--- config.mk ---
export PLATFORM = sky130hd
export DESIGN_NAME = alarm_clock_hour_minute_core_flat
export DESIGN_NICKNAME = d
export VERILOG_FILES = /design/src/achm_pkg.sv /design/src/achm_if.sv /design/src/achm_update.sv /design/src/alarm_clock_hour_minute_core.sv /design/src/flat_wrapper.sv
export VERILOG_INCLUDE_DIRS = /design/src /design/src/src
export SDC_FILE = /design/constraint.sdc
export NUM_CORES = 1
export LEC_CHECK = 0
export BUFFER_PORTS_ARGS = -buffer_cell sky130_fd_sc_hd__clkbuf_2
export CORE_MARGIN = 3
export CORE_UTILIZATION = 50
export CTS_BUF_LIST = sky130_fd_sc_hd__clkbuf_8
export CTS_CLUSTER_DIAMETER = 30
export CTS_CLUSTER_SIZE = 8
export DETAILED_ROUTE_END_ITERATION = 12
export PLACE_DENSITY = 0.75
export SLEW_MARGIN = 20
export SYNTH_ARGS = -nofsm -noshare
export SYNTH_HDL_FRONTEND = slang
export SYNTH_HIERARCHICAL = 1
export SYNTH_SLANG_ARGS = --single-unit
--- constraint.sdc ---
create_clock -name i_clk -period 7.7 [get_ports i_clk]
set_input_delay 1.54 -clock i_clk [delete_from_list [all_inputs] [get_ports i_clk]]
set_output_delay 1.54 -clock i_clk [all_outputs]
set_load 0.01 [all_outputs]
--- src/alarm_clock_hour_minute_core_defines.svh ---
// Assertion macros for the alarm clock core.
`ifndef ALARM_CLOCK_HOUR_MINUTE_CORE_DEFINES_SVH
`define ALARM_CLOCK_HOUR_MINUTE_CORE_DEFINES_SVH

`ifndef ASSERT_OFF
`define ACHM_ASSERT(lbl, clk, rst_n, prop, msg) \
    lbl: assert property (@(posedge clk) disable iff (!rst_n) (prop)) else $error(msg);
`define ACHM_ASSERT_NEXT(lbl, clk, rst_n, ante, cons, msg) \
    lbl: assert property (@(posedge clk) disable iff (!rst_n) (ante) |=> (cons)) \
        else $error(msg);
`else
`define ACHM_ASSERT(lbl, clk, rst_n, prop, msg)
`define ACHM_ASSERT_NEXT(lbl, clk, rst_n, ante, cons, msg)
`endif

`endif

--- src/achm_pkg.sv ---
package achm_pkg;

    typedef enum logic [1:0] {
        OP_TICK   = 2'd0,
        OP_HOUR   = 2'd1,
        OP_MINUTE = 2'd2,
        OP_POLL   = 2'd3
    } t_op;

    typedef enum logic [1:0] {
        MODE_CLOCK  = 2'd0,
        MODE_CONFIG = 2'd1,
        MODE_ALARM  = 2'd2
    } t_mode;

    localparam logic [3:0]  SW_CONFIG   = 4'd1;
    localparam logic [3:0]  SW_ALARM    = 4'd2;
    localparam logic [5:0]  MINUTE_LAST = 6'd59;
    localparam logic [4:0]  HOUR_LAST   = 5'd23;
    localparam logic [6:0]  STOP_OFFSET = 7'd59;
    localparam logic [11:0] HOUR_SCALE  = 12'd100;

    typedef struct packed {
        logic [5:0] minute_now;
        logic [4:0] hour_now;
        logic [5:0] minute_alarm;
        logic [4:0] hour_alarm;
        t_mode      run_mode;
        logic       armed;
        logic       ringing;
        logic       buzzer;
        logic       heartbeat;
    } t_state;

endpackage

--- src/achm_if.sv ---
interface achm_in_if;
    logic       valid;
    logic       ready;
    logic [1:0] opcode;
    logic [3:0] mode_switches;

    modport source (output valid, output opcode, output mode_switches, input ready);
    modport sink   (input valid, input opcode, input mode_switches, output ready);
endinterface

interface achm_out_if;
    logic        valid;
    logic        ready;
    logic [11:0] display_value;
    logic        config_led;
    logic        alarm_mode_led;
    logic        buzzer;
    logic        heartbeat;
    logic        ringing;

    modport source (output valid, output display_value, output config_led,
                    output alarm_mode_led, output buzzer, output heartbeat,
                    output ringing, input ready);
    modport sink   (input valid, input display_value, input config_led,
                    input alarm_mode_led, input buzzer, input heartbeat,
                    input ringing, output ready);
endinterface

--- src/achm_update.sv ---
module achm_update (
    input  achm_pkg::t_state i_state,
    input  logic [1:0]       i_opcode,
    input  logic [3:0]       i_mode_switches,
    output achm_pkg::t_state o_state
);
    import achm_pkg::*;

    t_op        op;
    logic [5:0] min_inc;
    logic [4:0] hour_inc;
    logic [5:0] amin_inc;
    logic [4:0] ahour_inc;
    logic       hour_eq;

    assign op        = t_op'(i_opcode);
    assign min_inc   = (i_state.minute_now >= MINUTE_LAST) ? 6'd0 : i_state.minute_now + 6'd1;
    assign hour_inc  = (i_state.hour_now >= HOUR_LAST) ? 5'd0 : i_state.hour_now + 5'd1;
    assign amin_inc  = (i_state.minute_alarm >= MINUTE_LAST) ? 6'd0
                                                              : i_state.minute_alarm + 6'd1;
    assign ahour_inc = (i_state.hour_alarm >= HOUR_LAST) ? 5'd0 : i_state.hour_alarm + 5'd1;
    assign hour_eq   = (i_state.hour_now == i_state.hour_alarm);

    always_comb begin
        o_state = i_state;
        case (op)
            OP_TICK: begin
                o_state.minute_now = min_inc;
                if (i_state.minute_now >= MINUTE_LAST) begin
                    o_state.hour_now = hour_inc;
                end
                if (i_state.ringing) begin
                    o_state.buzzer = ~i_state.buzzer;
                end
                o_state.heartbeat = ~i_state.heartbeat;
            end
            OP_HOUR, OP_MINUTE: begin
                case (i_state.run_mode)
                    MODE_CONFIG: begin
                        if (op == OP_HOUR) begin
                            o_state.hour_now = hour_inc;
                        end else begin
                            o_state.minute_now = min_inc;
                        end
                    end
                    MODE_ALARM: begin
                        o_state.armed = 1'b1;
                        if (op == OP_HOUR) begin
                            o_state.hour_alarm = ahour_inc;
                        end else begin
                            o_state.minute_alarm = amin_inc;
                        end
                    end
                    default: begin
                        if (i_state.ringing) begin
                            o_state.ringing = 1'b0;
                            o_state.buzzer  = 1'b0;
                        end
                    end
                endcase
            end
            OP_POLL: begin
                if (i_mode_switches == SW_CONFIG) begin
                    o_state.run_mode = MODE_CONFIG;
                end else if (i_mode_switches == SW_ALARM) begin
                    o_state.run_mode = MODE_ALARM;
                end else begin
                    o_state.run_mode = MODE_CLOCK;
                end
                if (hour_eq && (i_state.minute_now == i_state.minute_alarm) && i_state.armed) begin
                    o_state.ringing = 1'b1;
                end else if (hour_eq && ({1'b0, i_state.minute_now}
                             == ({1'b0, i_state.minute_alarm} + STOP_OFFSET))) begin
                    o_state.ringing = 1'b0;
                    o_state.buzzer  = 1'b0;
                end
            end
            default: begin
                o_state = i_state;
            end
        endcase
    end

endmodule

--- src/alarm_clock_hour_minute_core.sv ---
// Channel | Dir | Fields                                               | Accepted when
// i_in    | in  | opcode, mode_switches                                | valid & ready
// o_out   | out | display_value, config_led, alarm_mode_led, buzzer,   | valid & ready
//         |     | heartbeat, ringing                                   |
// One word in, one word out; a word is accepted every cycle unless o_out stalls.
// State update and display math sit between the input handshake and the result register.
// i_in.ready is high whenever the result register is empty or being drained.
// Synchronous active-low reset clears time, alarm, mode and flags to zero.
module alarm_clock_hour_minute_core (
    input  logic             i_clk,
    input  logic             i_rst_n,
    achm_in_if.sink          i_in,
    achm_out_if.source       o_out
);
    import achm_pkg::*;

    `include "alarm_clock_hour_minute_core_defines.svh"

    t_state      r_state;
    t_state      n_state;
    logic        r_valid;
    logic        accept;
    logic [11:0] disp;
    logic [4:0]  shown_hour;
    logic [5:0]  shown_min;

    logic [11:0] r_display;
    logic        r_config_led;
    logic        r_alarm_led;
    logic        r_buzzer;
    logic        r_heartbeat;
    logic        r_ringing;

    achm_update u_update (
        .i_state         (r_state),
        .i_opcode        (i_in.opcode),
        .i_mode_switches (i_in.mode_switches),
        .o_state         (n_state)
    );

    assign i_in.ready = !r_valid || o_out.ready;
    assign accept     = i_in.valid && i_in.ready;

    assign shown_hour = (n_state.run_mode == MODE_ALARM) ? n_state.hour_alarm
                                                         : n_state.hour_now;
    assign shown_min  = (n_state.run_mode == MODE_ALARM) ? n_state.minute_alarm
                                                         : n_state.minute_now;
    assign disp       = ({7'd0, shown_hour} * HOUR_SCALE) + {6'd0, shown_min};

    always_ff @(posedge i_clk) begin
        if (!i_rst_n) begin
            r_state <= '0;
            r_valid <= 1'b0;
        end else begin
            if (accept) begin
                r_state <= n_state;
                r_valid <= 1'b1;
            end else if (o_out.ready) begin
                r_valid <= 1'b0;
            end
        end
    end

    always_ff @(posedge i_clk) begin
        if (accept) begin
            r_display    <= disp;
            r_config_led <= (n_state.run_mode == MODE_CONFIG);
            r_alarm_led  <= (n_state.run_mode == MODE_ALARM);
            r_buzzer     <= n_state.buzzer;
            r_heartbeat  <= n_state.heartbeat;
            r_ringing    <= n_state.ringing;
        end
    end

    assign o_out.valid          = r_valid;
    assign o_out.display_value  = r_display;
    assign o_out.config_led     = r_config_led;
    assign o_out.alarm_mode_led = r_alarm_led;
    assign o_out.buzzer         = r_buzzer;
    assign o_out.heartbeat      = r_heartbeat;
    assign o_out.ringing        = r_ringing;

    `ACHM_ASSERT(a_time_range, i_clk, i_rst_n, (r_state.minute_now <= MINUTE_LAST) && (r_state.hour_now <= HOUR_LAST), "time out of range")
    `ACHM_ASSERT(a_ring_armed, i_clk, i_rst_n, !r_state.ringing || r_state.armed, "ringing while unarmed")
    `ACHM_ASSERT(a_buzz_rise, i_clk, i_rst_n, !$rose(r_state.buzzer) || r_state.ringing, "buzzer rose while silent")
    `ACHM_ASSERT_NEXT(a_accept_out, i_clk, i_rst_n, accept, o_out.valid, "accepted word gave no result")
    `ACHM_ASSERT(a_led_excl, i_clk, i_rst_n, !(o_out.valid && o_out.config_led && o_out.alarm_mode_led), "both mode leds lit")

endmodule
--- src/flat_wrapper.sv ---
// flat-port wrapper written by rule: the top's interface ports become plain ports
module alarm_clock_hour_minute_core_flat import achm_pkg::*;
  (i_clk, i_rst_n, i_in_valid, i_in_opcode, i_in_mode_switches, i_in_ready, o_out_valid, o_out_display_value, o_out_config_led, o_out_alarm_mode_led, o_out_buzzer, o_out_heartbeat, o_out_ringing, o_out_ready);
  achm_in_if i_in_i ();
  achm_out_if o_out_i ();
  input  logic i_clk;
  input  logic i_rst_n;
  input wire logic [$bits(i_in_i.valid)-1:0] i_in_valid;
  input wire logic [$bits(i_in_i.opcode)-1:0] i_in_opcode;
  input wire logic [$bits(i_in_i.mode_switches)-1:0] i_in_mode_switches;
  output wire logic [$bits(i_in_i.ready)-1:0] i_in_ready;
  output wire logic [$bits(o_out_i.valid)-1:0] o_out_valid;
  output wire logic [$bits(o_out_i.display_value)-1:0] o_out_display_value;
  output wire logic [$bits(o_out_i.config_led)-1:0] o_out_config_led;
  output wire logic [$bits(o_out_i.alarm_mode_led)-1:0] o_out_alarm_mode_led;
  output wire logic [$bits(o_out_i.buzzer)-1:0] o_out_buzzer;
  output wire logic [$bits(o_out_i.heartbeat)-1:0] o_out_heartbeat;
  output wire logic [$bits(o_out_i.ringing)-1:0] o_out_ringing;
  input wire logic [$bits(o_out_i.ready)-1:0] o_out_ready;
  assign i_in_i.valid = i_in_valid;
  assign i_in_i.opcode = i_in_opcode;
  assign i_in_i.mode_switches = i_in_mode_switches;
  assign i_in_ready = i_in_i.ready;
  assign o_out_valid = o_out_i.valid;
  assign o_out_display_value = o_out_i.display_value;
  assign o_out_config_led = o_out_i.config_led;
  assign o_out_alarm_mode_led = o_out_i.alarm_mode_led;
  assign o_out_buzzer = o_out_i.buzzer;
  assign o_out_heartbeat = o_out_i.heartbeat;
  assign o_out_ringing = o_out_i.ringing;
  assign o_out_i.ready = o_out_ready;
  alarm_clock_hour_minute_core u_core (.i_clk(i_clk), .i_rst_n(i_rst_n), .i_in(i_in_i), .o_out(o_out_i));
endmodule
-- Yosys cells after proc, flatten, opt, wreduce, memory -nomap -nowiden
Cells that the tools add are included.
- add/subtract/negate cells: 6
- multiply operators: 1
- $lt $le $gt $ge: 4
- equality and inequality tests: 12
- multiplexer cells: 29
- bitwise logic cells: 2
- reductions and logical operators: 11
- operators with widths (cell ; count):
    $mux W11 ; 3
    $mux W5 ; 6
    $mux W6 ; 5
    $pmux W11 S2 ; 1
    $add A12 B6 Y12 ; 1
    $add A6 B1 Y6 const B ; 2
    $ge A6 B6 Y1 const B ; 2
    $add A5 B1 Y5 const B ; 2
    $ge A5 B5 Y1 const B ; 2
    $mul A5 B5 Y10 const B ; 1
    $mux W2 ; 5
    $eq A2 B2 Y1 const B ; 4
    $add A6 B6 Y7 const B ; 1
    $eq A6 B7 Y1 ; 1
    $mux W1 ; 7
    $eq A2 B1 Y1 const B ; 3
    $eq A6 B6 Y1 ; 1
    $eq A5 B5 Y1 ; 1
    $eq A4 B1 Y1 const B ; 1
    $eq A4 B2 Y1 const B ; 1
    $logic_and A1 B1 Y1 ; 4
    $reduce_or A2 Y1 ; 2
    $pmux W1 S3 ; 1
    $reduce_and A3 Y1 ; 1
    other kinds (6) ; 7
- flip-flop bits (word level): 46
- logic and storage cells: 81

-- Logic depth before layout (Yosys ltp)
- depth after elaboration: 8
- gate-level depth with buffers: 19
- mapped depth without buffers: 17

-- By module
The synthesis kept the hierarchy.
- by module, submodules not included (module ; times used ; cells each ; area an instance (um2)):
    alarm_clock_hour_minute_core ; 1 ; 249 ; 2334.7
    achm_update ; 1 ; 173 ; 1074.8

-- Worst setup path after synthesis
OpenSTA, ideal clock, no wires.
- path type: input-to-reg
- start point: input i_in_opcode[0]
- end point: register u_core.r_display[10] (netlist: u_core/o_out.display_value[10]) (data pin)
- library setup time: 0.263 ns
- arrival: 5.074 ns
- data required time: 7.437 ns
- slack: 2.363 ns
- cell stages on the path: 16
- path buffers: 2
- cell sequence: ha_1 clkbuf_1 nand3_1 o22ai_1 nand2b_2 buf_2 mux2i_2 inv_1 ha_1 ha_1 ha_1 ha_1 or3_1 a211o_1 nor2_1 xnor2_1
- RTL lines (what ; line ; RTL):
    start: declaration ; flat_wrapper.sv:9 ; input wire logic [$bits(i_in_i.opcode)-1:0] i_in_opcode;
    end signal: assignment ; alarm_clock_hour_minute_core.sv:66 ; r_display <= disp;
    end: declaration ; alarm_clock_hour_minute_core.sv:27 ; logic [11:0] r_display;

==> results.yml <==
outcome:
  result_of_the_run: "completed"
yosys:
  yosysSeqAreaShare_pct: 32.0
  synth_cell_types: 59
  synth_area_mm2: 0.00341
  ys_top_cells_by_count: "106 x sky130_fd_sc_hd__nand2_1, 29 x sky130_fd_sc_hd__a21boi_0, 29 x sky130_fd_sc_hd__dfxtp_1, 27 x sky130_fd_sc_hd__ha_1, 26 x sky130_fd_sc_hd__o21ai_0"
  synth_enable_flop_cells: 17
  yosysTopAreaCell: "sky130_fd_sc_hd__dfxtp_1"
  synthesized_area_per_cell_um2: 8.08
  share_of_the_synthesized_area_in_the_top_cell_type_pct: 17.0
  ys_warn_count: 6
  postSynth.topFlopCell: "sky130_fd_sc_hd__dfxtp_1"
  synth_top_cells_by_area: "sky130_fd_sc_hd__dfxtp_1 17%, sky130_fd_sc_hd__edfxtp_1 15%, sky130_fd_sc_hd__nand2_1 12%"
  yosys.cell_count.top_type: "sky130_fd_sc_hd__nand2_1"
  syn-instance-count: 422
  synth_seq_cells: 46
  ys_async_sr_fraction_pct: 0
  synth.net_count: 461
global_route:
  grt_util_all_layers_pct: 20.6
  grt_max_degree: 30
  first_global_vias: 2719
  globalRoute.totalOverflow: 0
  global_route_wire_length_before_repair_mm: 12.8
  grt_antenna_before_repair: 0
timing:
  fin_setup_tns_ns: 0
  finalSetupViolCount: 0
  achievable_freq_mhz: 176
  final_hold_vio_count: 0
  period_minus_slack_ns: 5.68
  max_slew.worst_pin.slew_ns: 0.769
  min_period_over_period_pct: 73.7
  max_slew_margin_pct: 48.2
  finalClockSkew_ns: 0.00333
  fin_max_slew_vios: 0
  rsz0062_at_grt: "false"
detailed_routing:
  route.vias.total: 2917
  wl_per_cell_um: 14.5
  first_pass_iteration_count_of_the_detailed_router: 4
  route.final.wire_length_mm: 7.50
  route.detailed.vias_per_inst: 5.63
  antenna_violating_nets_post_route: 0
  drc_violation_count_after_routing: 0
  drtIter0Drc: 181
cells_and_area:
  n_antenna_cell: 0
  multiInputGateArea_mm2: 0.00215
  area_delta_synth_final_pct: 8.00
  net_count_of_the_finished_layout: 479
  final.fill_count: 588
  ff_latch_area_mm2: 0.00109
  layout-drive-gt1-share_pct: 10.9
setup_path:
  cp_max_fo: 13
  crit_type: "input port to flip-flop"
  critical_path_arrival_ns: 5.73
  critical_path.endpoint_type: "flip-flop"
  worst_ep_required_time_ns: 7.75
  critical_path.startpoint_type: "input port"
die:
  floorplan.rows: 29
  fp.dieW_um: 88.6
  die_height_um: 88.6
  floorplan.initialDensity_pct: 52.5
  dieArea_mm2: 0.00785
  floorplan.core_area_mm2: 0.00649
  design.portCount: 29
clock_tree:
  cts.htree.levels: 2
  buffer_depth_of_the_longest_clock_path: 2
  cts-buffers-inserted: 5
  cts_tree: "done"
  clock_tree.root_cell: "sky130_fd_sc_hd__clkbuf_8"
  postCtsResizedCells: 0
  cts_hold_buffers: 0
  clock_tree_sinks: 46
  clkLatencyLatePin_ns: 0.30
  cts.clk_slew.worst_paths_ns: 0.09
  post_cts.repair.setup_buffers: 0
hold_path:
  holdCritPathClass: "flip-flop to flip-flop"
pwr:
  vdd_ir_drop_max_v: 0.0000774
  static-leakage-power_nw: 1.57
  power_per_cell_area_mw_per_mm2: 130
  fin_total_pwr_uw: 479
place:
  placement.io_buffers: 28
  finalWeightedCongestion: 0.924
  place_hpwl_mm: 5.60
run:
  max_cap_violations: 0
==> path summary, 6_finish.rpt <==
path                 startpoint                              to  slack [ns]  cells past startpoint
max reg2reg  u_core/r_state[23]  u_core/o_out.display_value[10]        3.13                     15
min           u_core/r_state[3]               u_core/r_state[3]        0.49                      2
min reg2reg   u_core/r_state[3]               u_core/r_state[3]        0.49                      2
max              i_in_opcode[0]  u_core/o_out.display_value[10]        2.02                     15
==> state kept, by name, summed over array words and instances (netlist names) <==
signal	flops
u_core/o_out.alarm_mode_led	1
u_core/o_out.config_led	1
u_core/r_state	28
u_core/o_out.display_value	12
u_core/o_out.valid	1
u_core/o_out.ringing	1
u_core/o_out.buzzer	1
u_core/o_out.heartbeat	1
==> report_power, final <==
group | internal (mW) | switching, mW
Clock | 0.0957 | 0.0842
Sequential | 0.257 | 0.00197
Combinational | 0.0137 | 0.0265
==> cells by family after synthesis <==
group,count (synthesis),synth area share (%)
mux,5,1.61
flops,46,32.0
buf+inv,41,4.99
xor+xnor,29,7.45
compound gates,92,18.8
simple gates,179,23.7
fa+ha+maj,30,11.4
==> routing by layer <==
metal  track usage [%]  part of all wire (%)  vias to the layer above
met3              3.54                   5.3                        6
met2              34.6                    47                       81
met1              28.0                    47                     1346
met5                 0                     0                        -
met4              4.12                  0.84                        0
li1                  -                     -                     1484
==> final cells by class <==
type | instances | area share (%)
well taps | 77 | 2.62
clock inverters | 3 | 1.09
clock buffers | 5 | 1.87
flip-flops and latches | 46 | 29.6
repair buffers | 30 | 4.21
multi-input cells | 335 | 58.3
inverters | 22 | 2.24
==> layout by cell type, fill, tap and decap left out, types with 4 or more instances in the layout <==
cell type                    n
sky130_fd_sc_hd__nand2_1   106
sky130_fd_sc_hd__a21boi_0   29
sky130_fd_sc_hd__dfxtp_1    29
sky130_fd_sc_hd__clkbuf_2   28
sky130_fd_sc_hd__ha_1       27
sky130_fd_sc_hd__o21ai_0    26
sky130_fd_sc_hd__inv_1      21
sky130_fd_sc_hd__nor2_1     19
sky130_fd_sc_hd__edfxtp_1   17
sky130_fd_sc_hd__nand3_1    16
sky130_fd_sc_hd__xnor2_1    15
sky130_fd_sc_hd__xor2_1     14
sky130_fd_sc_hd__nor3_1      8
sky130_fd_sc_hd__nand2b_1    6
sky130_fd_sc_hd__nor2b_1     6
sky130_fd_sc_hd__clkbuf_8    5
sky130_fd_sc_hd__a211o_1     5
sky130_fd_sc_hd__a21oi_1     4
==> critical path: stages <==
cell                       delay [ns]
sky130_fd_sc_hd__clkbuf_2        0.10
sky130_fd_sc_hd__ha_1            0.32
sky130_fd_sc_hd__o21ai_0         0.67
sky130_fd_sc_hd__nand2b_2        0.36
sky130_fd_sc_hd__inv_1           0.39
sky130_fd_sc_hd__nand2_1         0.09
sky130_fd_sc_hd__nand2_1         0.13
sky130_fd_sc_hd__ha_1            0.25
sky130_fd_sc_hd__ha_1            0.30
sky130_fd_sc_hd__ha_1            0.30
sky130_fd_sc_hd__ha_1            0.34
sky130_fd_sc_hd__or3_1           0.37
sky130_fd_sc_hd__a211o_1         0.33
sky130_fd_sc_hd__nor2_1          0.14
sky130_fd_sc_hd__xnor2_1         0.07
==> per-stage QoR <==
step | setup slack (ns) | instance area, um2 | instances | hold WS [ns] | utilization [%]
after floorplan | 2.36 | 3410 | 422 | 0.440 | -
after global placement | 1.85 | 3570 | 510 | 0.474 | 55.0
after detailed placement | 1.78 | 3570 | 510 | 0.491 | 55.0
after CTS | 2.08 | 3680 | 518 | 0.503 | 56.7
after global routing | 1.78 | 3680 | 518 | 0.518 | 56.7
final | 2.02 | 3680 | 518 | 0.491 | 56.7
No activity file was read; power rests on OpenSTA's default activity.
